**src/rtl/dcp_pkg.sv**
```systemverilog
// dcp_pkg: shared constants, codes, command and status types, saturating add helper
// used by the interfaces, the controller, the datapath, the top level and the checker
package dcp_pkg;

  // default sizes of the graph stores
  localparam int unsigned MAX_NODES_DEF   = 1024;
  localparam int unsigned MAX_EDGES_DEF   = 4096;
  localparam int unsigned WEIGHT_BITS_DEF = 20;

  // fixed field widths
  localparam int OP_W  = 3;
  localparam int IDX_W = 10;
  localparam int AMT_W = 20;
  localparam int NC_W  = 11;
  localparam int ST_W  = 3;
  localparam int VAL_W = 32;

  // operation codes
  localparam logic [OP_W-1:0] OP_CLEAR   = 3'd0;
  localparam logic [OP_W-1:0] OP_SET_W   = 3'd1;
  localparam logic [OP_W-1:0] OP_ADD_E   = 3'd2;
  localparam logic [OP_W-1:0] OP_COMPUTE = 3'd3;
  localparam logic [OP_W-1:0] OP_QUERY   = 3'd4;

  // result status codes
  localparam logic [ST_W-1:0] ST_OK       = 3'd0;
  localparam logic [ST_W-1:0] ST_CYCLE    = 3'd1;
  localparam logic [ST_W-1:0] ST_FITS     = 3'd2;
  localparam logic [ST_W-1:0] ST_LATE     = 3'd3;
  localparam logic [ST_W-1:0] ST_OVERFLOW = 3'd4;

  // controller states
  typedef enum logic [4:0] {
    S_IDLE, S_DISPATCH, S_Q_OUT, S_DONE,
    S_INIT_RD, S_INIT_WR,
    S_DEG_RD, S_DEG_CHK, S_DEG_WR,
    S_SEED_RD, S_SEED_WR,
    S_POP, S_POP_U, S_POP_R, S_FW_RD, S_FW_CHK, S_FW_WR,
    S_BK_POP, S_BK_U, S_BK_R, S_BK_SCAN, S_BK_CHK, S_BK_UPD
  } state_e;

  // datapath micro commands
  typedef enum logic [4:0] {
    C_NOP, C_ACCEPT, C_CLEAR, C_SETW, C_ADDE, C_Q_RD, C_Q_OUT,
    C_START, C_INIT_RD, C_INIT_WR, C_EDGE_RD, C_DEG_RD, C_DEG_INC,
    C_SEED_START, C_SEED_RD, C_SEED_PUSH, C_CYCLE, C_POP_RD, C_U_RD,
    C_REACH, C_FW_RD, C_FW_WR, C_BACK_START, C_BK_RD, C_BK_U,
    C_BK_INIT, C_BK_WR, C_LO_RD, C_BK_UPD, C_FINISH, C_OUT_LOAD
  } cmd_e;

  // datapath status seen by the controller
  typedef struct packed {
    logic [OP_W-1:0] op;
    logic            query_ok;
    logic            i_end;
    logic            i_zero;
    logic            e_end;
    logic            edge_in;
    logic            edge_from_u;
    logic            q_empty;
    logic            all_done;
  } dp_sts_t;

  // clamp a sum to 32 bits
  function automatic logic [31:0] sat32(input logic [33:0] s);
    logic [31:0] r;
    r = (s > 34'h0_FFFF_FFFF) ? 32'hFFFF_FFFF : s[31:0];
    return r;
  endfunction

endpackage

```
**src/rtl/dcp_ctrl.sv**
```systemverilog
// dcp_ctrl: sequencer state machine, handshakes and micro command issue
// depends on dcp_pkg
module dcp_ctrl (
  input  logic             clk_i,
  input  logic             rst_ni,
  input  logic             in_valid_i,
  output logic             in_ready_o,
  output logic             out_valid_o,
  input  logic             out_ready_i,
  input  dcp_pkg::dp_sts_t sts_i,
  output dcp_pkg::cmd_e    cmd_o
);
  import dcp_pkg::*;

  state_e state_q, state_d;
  logic   out_valid_q, out_valid_d;

  // state and output valid registers
  always_ff @(posedge clk_i or negedge rst_ni) begin
    if (!rst_ni) begin
      state_q     <= S_IDLE;
      out_valid_q <= 1'b0;
    end else begin
      state_q     <= state_d;
      out_valid_q <= out_valid_d;
    end
  end

  assign in_ready_o  = (state_q == S_IDLE);
  assign out_valid_o = out_valid_q;

  // next state and command
  always_comb begin
    state_d     = state_q;
    cmd_o       = C_NOP;
    out_valid_d = out_valid_q && !out_ready_i;
    case (state_q)
      S_IDLE: begin
        if (in_valid_i) begin
          cmd_o   = C_ACCEPT;
          state_d = S_DISPATCH;
        end
      end
      S_DISPATCH: begin
        state_d = S_IDLE;
        case (sts_i.op)
          OP_CLEAR: cmd_o = C_CLEAR;
          OP_SET_W: cmd_o = C_SETW;
          OP_ADD_E: cmd_o = C_ADDE;
          OP_COMPUTE: begin
            cmd_o   = C_START;
            state_d = S_INIT_RD;
          end
          OP_QUERY: begin
            if (sts_i.query_ok) begin
              cmd_o   = C_Q_RD;
              state_d = S_Q_OUT;
            end
          end
          default: cmd_o = C_NOP;
        endcase
      end
      S_Q_OUT: begin
        cmd_o   = C_Q_OUT;
        state_d = S_DONE;
      end
      S_DONE: begin
        if (!out_valid_q || out_ready_i) begin
          cmd_o       = C_OUT_LOAD;
          out_valid_d = 1'b1;
          state_d     = S_IDLE;
        end
      end
      // node table init
      S_INIT_RD: begin
        if (sts_i.i_end) begin
          state_d = S_DEG_RD;
        end else begin
          cmd_o   = C_INIT_RD;
          state_d = S_INIT_WR;
        end
      end
      S_INIT_WR: begin
        cmd_o   = C_INIT_WR;
        state_d = S_INIT_RD;
      end
      // in-degree count over the edge list
      S_DEG_RD: begin
        if (sts_i.e_end) begin
          cmd_o   = C_SEED_START;
          state_d = S_SEED_RD;
        end else begin
          cmd_o   = C_EDGE_RD;
          state_d = S_DEG_CHK;
        end
      end
      S_DEG_CHK: begin
        if (sts_i.edge_in) begin
          cmd_o   = C_DEG_RD;
          state_d = S_DEG_WR;
        end else begin
          state_d = S_DEG_RD;
        end
      end
      S_DEG_WR: begin
        cmd_o   = C_DEG_INC;
        state_d = S_DEG_RD;
      end
      // queue every source node
      S_SEED_RD: begin
        if (sts_i.i_end) begin
          state_d = S_POP;
        end else begin
          cmd_o   = C_SEED_RD;
          state_d = S_SEED_WR;
        end
      end
      S_SEED_WR: begin
        cmd_o   = C_SEED_PUSH;
        state_d = S_SEED_RD;
      end
      // forward pass in topological order
      S_POP: begin
        if (sts_i.q_empty) begin
          if (sts_i.all_done) begin
            cmd_o   = C_BACK_START;
            state_d = S_BK_POP;
          end else begin
            cmd_o   = C_CYCLE;
            state_d = S_DONE;
          end
        end else begin
          cmd_o   = C_POP_RD;
          state_d = S_POP_U;
        end
      end
      S_POP_U: begin
        cmd_o   = C_U_RD;
        state_d = S_POP_R;
      end
      S_POP_R: begin
        cmd_o   = C_REACH;
        state_d = S_FW_RD;
      end
      S_FW_RD: begin
        if (sts_i.e_end) begin
          state_d = S_POP;
        end else begin
          cmd_o   = C_EDGE_RD;
          state_d = S_FW_CHK;
        end
      end
      S_FW_CHK: begin
        if (sts_i.edge_from_u) begin
          cmd_o   = C_FW_RD;
          state_d = S_FW_WR;
        end else begin
          state_d = S_FW_RD;
        end
      end
      S_FW_WR: begin
        cmd_o   = C_FW_WR;
        state_d = S_FW_RD;
      end
      // backward pass in reverse topological order
      S_BK_POP: begin
        if (sts_i.i_zero) begin
          cmd_o   = C_FINISH;
          state_d = S_DONE;
        end else begin
          cmd_o   = C_BK_RD;
          state_d = S_BK_U;
        end
      end
      S_BK_U: begin
        cmd_o   = C_BK_U;
        state_d = S_BK_R;
      end
      S_BK_R: begin
        cmd_o   = C_BK_INIT;
        state_d = S_BK_SCAN;
      end
      S_BK_SCAN: begin
        if (sts_i.e_end) begin
          cmd_o   = C_BK_WR;
          state_d = S_BK_POP;
        end else begin
          cmd_o   = C_EDGE_RD;
          state_d = S_BK_CHK;
        end
      end
      S_BK_CHK: begin
        if (sts_i.edge_from_u) begin
          cmd_o   = C_LO_RD;
          state_d = S_BK_UPD;
        end else begin
          state_d = S_BK_SCAN;
        end
      end
      S_BK_UPD: begin
        cmd_o   = C_BK_UPD;
        state_d = S_BK_SCAN;
      end
      default: state_d = S_IDLE;
    endcase
  end

endmodule

```
**config.mk**
```make
export PLATFORM = sky130hd
export DESIGN_NAME = dcp_ctrl
export DESIGN_NICKNAME = d
export VERILOG_FILES = /design/src/rtl/dcp_pkg.sv /design/src/rtl/dcp_ctrl.sv
export SDC_FILE = /design/constraint.sdc
export NUM_CORES = 1
export LEC_CHECK = 0
export BUFFER_PORTS_ARGS = -buffer_cell sky130_fd_sc_hd__buf_4
export CORE_UTILIZATION = 55
export DETAILED_ROUTE_END_ITERATION = 7
export PLACE_DENSITY = 0.79
export SYNTH_ARGS = -nofsm -noshare
export SYNTH_HDL_FRONTEND = slang
export SYNTH_SLANG_ARGS = --single-unit
```
**constraint.sdc**
```tcl
create_clock -name clk_i -period 2.2 [get_ports clk_i]
set_input_delay 0.22 -clock clk_i [delete_from_list [all_inputs] [get_ports clk_i]]
set_output_delay 0.22 -clock clk_i [all_outputs]
set_load 0.01 [all_outputs]
```
==> results.json, run 1 <==
{
  "status": "complete, but fails checks",
  "violations": "setup timing",
  "ir_drop_uv": 1110,
  "synth_xor_area_share_pct": 0,
  "drc": 0,
  "synth_top_family_by_area": "compound AO/OA/AOI/OAI gates",
  "fmax_ghz": 0.449,
  "grt_remaining_overflow": 0,
  "rsz0062_at_grt": "true",
  "start_util_pct": 58.0,
  "synthMuxAreaShare_pct": 1.76,
  "grt_max_degree": 25,
  "hold_path_class": "in -> reg",
  "grt_pass1_wl_um": 5730,
  "via_per_inst": 7.36,
  "post_drt_wl_per_cell_um": 20.4,
  "regArea_um2": 156,
  "min_path_cells": 3,
  "crit_type": "reg -> out",
  "tns_ns": -0.0639,
  "worstMarginPinSlew_ns": 0.509,
  "vias": 1715,
  "cts_max_path_buffers": 2,
  "cts.clk_slew.worst_paths_ns": 0.04,
  "die_h_um": 47.5,
  "cts_tree": "yes",
  "routed_wl_um": 4760,
  "min_to": "state_q[2]",
  "synth-compound-area-share_pct": 39.1,
  "grtUsageTotal_pct": 36.3,
  "avgSynthCellArea_um2": 6.82,
  "reg2reg_depth": 6,
  "async_flop_share_pct": 100,
  "p_leak_nw": 0.685,
  "cts_sinks": 6,
  "drv_cap": 0,
  "antenna_left": 0,
  "relSlewSlack_pct": 65.7,
  "cts_htree_levels": 1,
  "numPortBuffers": 21,
  "core_mm2": 0.00196,
  "root_buffer": "clkbuf_4",
  "clock_latency_ns": 0.25,
  "yosysSeqAreaShare_pct": 13.2,
  "synth_edf_count": 0,
  "synth-seq-cells": 6,
  "die_w_um": 47.5,
  "rows": 16,
  "synth-simple-area-share_pct": 34.3,
  "synth_cell_type_count": 54,
  "grt_pass1_vias": 1234,
  "multi_input_area_um2": 928,
  "nets": 223,
  "min_from": "sts_i[9]",
  "place.gp.congestion": 0.992,
  "worst-path-max-fanout": 9,
  "numCtsBuffers": 3,
  "layout_commonest_cell": "buf_4",
  "fin_crit_ns": 2.23,
  "synth_nets": 182,
  "pwr_density_cell_mw_per_mm2": 1580,
  "yosysWarnings": 0,
  "area_growth_pct": 41.5,
  "fillers": 137,
  "detailed_place_hpwl_um": 2910,
  "dieArea_mm2": 0.00226,
  "antenna_cells": 0,
  "worstSetupStartpointType": "flop",
  "dp_slack_ns": 0.137,
  "skew_ns": 0.00625,
  "hold_slack_ns": 0.288,
  "synth_adder_area_share_pct": 0,
  "reg2reg_setup_slack_ns": 0.43,
  "synth_area_mm2": 0.00114,
  "drt-pass1-iter-count": 8,
  "layout_setup_ws_ns": -0.0289,
  "crit_path_end_kind": "output pin",
  "hold_viol": 0,
  "worstPathRequired_ns": 1.98,
  "crit-reg2reg-capture": "state_q[4]",
  "power.total_mw": 2.55,
  "regToRegStartpoint": "state_q[2]",
  "cp.arrival_ns": 2.01,
  "setup_viol": 4,
  "slew_viol_final": 0,
  "postSynthCellCount": 167,
  "synth_top_flop_cell": "dfrtp_1",
  "final_layout_size_suffix_gt1_share_pct": 36.9,
  "layout_common_cells": "47 x buf_4, 18 x nor2_1, 16 x nand2_1, 9 x o21ai_0, 8 x a21oi_1",
  "fin_crit_sh_pct": 101,
  "io_pins": 22,
  "grt_antenna_before_repair": 0,
  "drt_iter0_drc": 208
}
[metal layers]
metal | routed length, um | global-route usage [%] | vias to the layer above
met3 | 645 | 3.40 | 54
met5 | 0 | 0 | -
met4 | 314 | 17.1 | 0
li1 | - | - | 715
met1 | 1690 | 49.2 | 757
met2 | 2110 | 58.1 | 189
[layout make-up]
| cell class | instances | share of cell area (%) |
|---|---|---|
| timing repair buffer | 54 | 28.0 |
| clock buffer | 3 | 1.40 |
| sequential | 6 | 9.70 |
| inverter | 5 | 1.16 |
| tap | 27 | 2.10 |
| multi-input combinational | 138 | 57.6 |
[timing repair]
| action | in CTS | in global routing |
|---|---|---|
| hold endpoints to repair | 6 | 0 |
| setup endpoints to repair | 4 | 4 |
| hold buffers | 1 | 0 |
| pin swaps | 0 | 4 |
| setup buffers | 2 | 10 |
| resized for setup | 5 | 16 |
| gates cloned | 0 | 1 |
[power by group]
part / switching [mW] / total [mW] / internal (mW)
registers: 0.0817 / 0.251 / 0.169
clock network: 0.0424 / 0.104 / 0.0618
logic: 1.18 / 2.19 / 1.01
total: 1.30 / 2.55 / 1.25
[logic make-up (layout without fill, tap and decap cells)]
group                  after synthesis  after routing
AND/OR/NAND/NOR                     75             75
AO/OA/AOI/OAI                       61             61
buffers and inverters               23             62
flip-flops                           6              6
multiplexers                         2              2
[cells in the mapped netlist (all sizes together) (4+ instances only)]
cell type / count / area share, %
dfrtp: 6 / 13
nor2b: 6 / 4.0
o211ai: 4 / 3.1
a31oi: 4 / 2.2
buf: 17 / 9.7
inv: 5 / 1.6
nor2: 19 / 6.3
nor3: 6 / 2.6
o21ai: 13 / 5.7
nand2: 18 / 5.9
nand2b: 9 / 4.9
a21oi: 9 / 4.3
[worst max-delay path, cell delays in order, from the launching register on]
cell and delay, ns:
dfrtp_2 0.39, clkbuf_4 0.22, nand2b_4 0.18, a21boi_0 0.20
o22ai_1 0.12, a311oi_1 0.32, o211ai_1 0.17, buf_4 0.17
[flip-flops by register name (all words and copies together) (netlist names)]
signal and count:
out_valid_o 1, state_q 5
[per-stage QoR]
stage / cells / cell area (um2) / utilization, %
6_report: 233 / 1610 / 82.1
5_1_grt: 233 / 1610 / 82.1
4_1_cts: 222 / 1440 / 73.3
3_5_place_dp: 216 / 1380 / 70.5
3_3_place_gp: 216 / 1380 / 70.5
2_1_floorplan: 167 / 1140 / -
[how the worst max path moves through the flow]
stage | from | endpoint | slack, ns
after global placement | state_q[2] | cmd_o[3] | 0.19
after floorplan | state_q[2] | cmd_o[3] | 0.47
after detailed placement | state_q[2] | cmd_o[3] | 0.14
after CTS | state_q[2] | cmd_o[1] | 0.005
after global routing | state_q[4] | cmd_o[1] | -0.08
final | state_q[2] | cmd_o[0] | -0.03
Note: power is estimated with default switching activity, not from simulation.
==> run 2, diff against run 1 <==
==> constraint.sdc (replaced) <==
create_clock -name clk_i -period 2.2 [get_ports clk_i]
set_input_delay 0 -clock clk_i [delete_from_list [all_inputs] [get_ports clk_i]]
set_output_delay 0 -clock clk_i [all_outputs]
set_load 0.01 [all_outputs]
==> results.json, run 2 (same netlist as run 1, synthesis figures left out) <==
{
  "fin_crit_ns": 2.14,
  "grt_max_degree": 25,
  "drt_iter0_drc": 135,
  "crit_type": "reg -> out",
  "place.gp.congestion": 1.05,
  "grtUsageTotal_pct": 35.3,
  "max_stage_delay_ns": 0.55,
  "via_per_inst": 6.79,
  "routed_wl_um": 3660,
  "nets": 204,
  "worstSetupStartpointType": "flop",
  "cts_sinks": 6,
  "antenna_left": 0,
  "layout_common_cells": "34 x buf_4, 19 x nor2_1, 18 x nand2_1, 10 x o21ai_0, 9 x nand2b_1",
  "cts.clk_slew.worst_paths_ns": 0.04,
  "reg2reg_depth": 5,
  "rsz0062_at_grt": "true",
  "detailed_place_hpwl_um": 2740,
  "ir_drop_uv": 1320,
  "min_from": "sts_i[9]",
  "regToRegStartpoint": "state_q[2]",
  "core_mm2": 0.00196,
  "crit_family": "simple AND/OR/NAND/NOR gates",
  "setup_viol": 0,
  "finalNonFillerCells": 214,
  "status": "finished, final reports clean",
  "cp.arrival_ns": 2.14,
  "min_to": "state_q[2]",
  "die_w_um": 47.5,
  "drt-pass1-iter-count": 5,
  "final_cell_area_mm2": 0.00136,
  "drv_cap": 0,
  "crit_path_end_kind": "output pin",
  "vias": 1453,
  "rows": 16,
  "grt_antenna_before_repair": 0,
  "fin_crit_sh_pct": 97.5,
  "fillers": 189,
  "crit-reg2reg-capture": "state_q[4]",
  "p_leak_nw": 0.561,
  "grt_remaining_overflow": 0,
  "tns_ns": 0,
  "final_layout_size_suffix_gt1_share_pct": 24.6,
  "worst-path-max-fanout": 24,
  "cts_max_path_buffers": 2,
  "post-cts-setup-buffer-count": 0,
  "hold_viol": 0,
  "largest-register": "state_q",
  "pwr_density_cell_mw_per_mm2": 1480,
  "cts_htree_levels": 1,
  "hold_slack_ns": 0.0603,
  "cts_tree": "yes",
  "swShare_pct": 53.8,
  "reg2reg_setup_slack_ns": 0.42,
  "dpl.cell_count": 210,
  "hold_path_class": "in -> reg",
  "worstPathRequired_ns": 2.20,
  "skew_ns": 0.00402,
  "start_util_pct": 58.0,
  "post_drt_wl_per_cell_um": 17.1,
  "crit_path_top_delay_cell": "dfrtp_2",
  "p_clk_share_pct": 5.3,
  "clock_latency_ns": 0.25,
  "grt_pass1_vias": 1184,
  "path_buf_inv": 1,
  "drc": 0,
  "power.total_mw": 2.01,
  "p_sw_mw": 1.08,
  "grt_pass1_wl_um": 5590,
  "io_pins": 22,
  "pwr-share-comb_pct": 77.9,
  "pwr-share-seq_pct": 16.8,
  "relSlewSlack_pct": 61.7,
  "post_dp_cell_area_mm2": 0.00131,
  "root_buffer": "clkbuf_4",
  "min_path_cells": 3,
  "antenna_cells": 0,
  "p_int_uw": 930,
  "worstPathCellList": "nand2b_1 > and3_1 > o21ai_1 > a22oi_1 > or4_1 > buf_4",
  "die_h_um": 47.5,
  "numCtsBuffers": 3,
  "worstMarginPinSlew_ns": 0.573,
  "largest_register_ff_count": 5,
  "area_growth_pct": 19.0,
  "numPortBuffers": 21,
  "fmax_ghz": 0.466,
  "dieArea_mm2": 0.00226,
  "layout_commonest_cell": "buf_4",
  "slew_viol_final": 0
}
run 2: repair_timing:
action | in CTS | in global routing
gates resized for setup | 2 | 2
hold buffers | 1 | 0
endpoints found under the setup margin | 4 | 2
endpoints found under the hold margin | 6 | 0
run 2: layer usage:
layer  up-vias  GRT usage, %  routed length (um)
li1        674             -                   -
met1       659          47.8                1430
met2       104          55.1                1710
met3        16          4.91                 391
met4         0          17.1                 121
met5         -             0                   0
run 2: power by group through the flow:
stage | Clock [mW] | Sequential (mW) | Combinational (mW)
after global routing | 0.121 | 0.348 | 1.69
after global placement | 0 | 0.320 | 1.49
final | 0.107 | 0.339 | 1.57
after CTS | 0.110 | 0.330 | 1.53
after detailed placement | 0 | 0.326 | 1.52
after floorplan | 0 | 0.190 | 1.19
run 2: how the worst max path moves through the flow:
stage / startpoint / to / cells after the start
floorplan: state_q[2] / cmd_o[3] / 5
global placement: state_q[2] / cmd_o[2] / 6
detailed placement: state_q[2] / cmd_o[3] / 5
CTS: state_q[1] / cmd_o[1] / 5
global route: state_q[2] / cmd_o[2] / 6
finish: state_q[2] / cmd_o[2] / 6
run 2: area by class of cell:
class                           count  area, um2  area share (%)
Tap cell                           27       33.8            2.49
Sequential cell                     6        153            11.3
Timing Repair Buffer               35        265            19.6
Inverter                            5       18.8            1.39
Multi-Input combinational cell    138        862            63.6
Clock buffer                        3       22.5            1.66
run 2: per-stage QoR:
step                      worst slack, ns  utilization [%]
final                              0.0553             69.1
after detailed placement            0.180             67.0
after CTS                          0.0214             68.8
after global placement              0.266             67.0
after global routing              -0.0268             69.1
after floorplan                     0.685                -
run 2: worst reg2reg max path, stage by stage (launching register included):
cell	delay, ns
dfrtp_2	0.55
nand2b_1	0.29
buf_4	0.20
o32ai_1	0.38
a22oi_1	0.13
o21ai_0	0.16
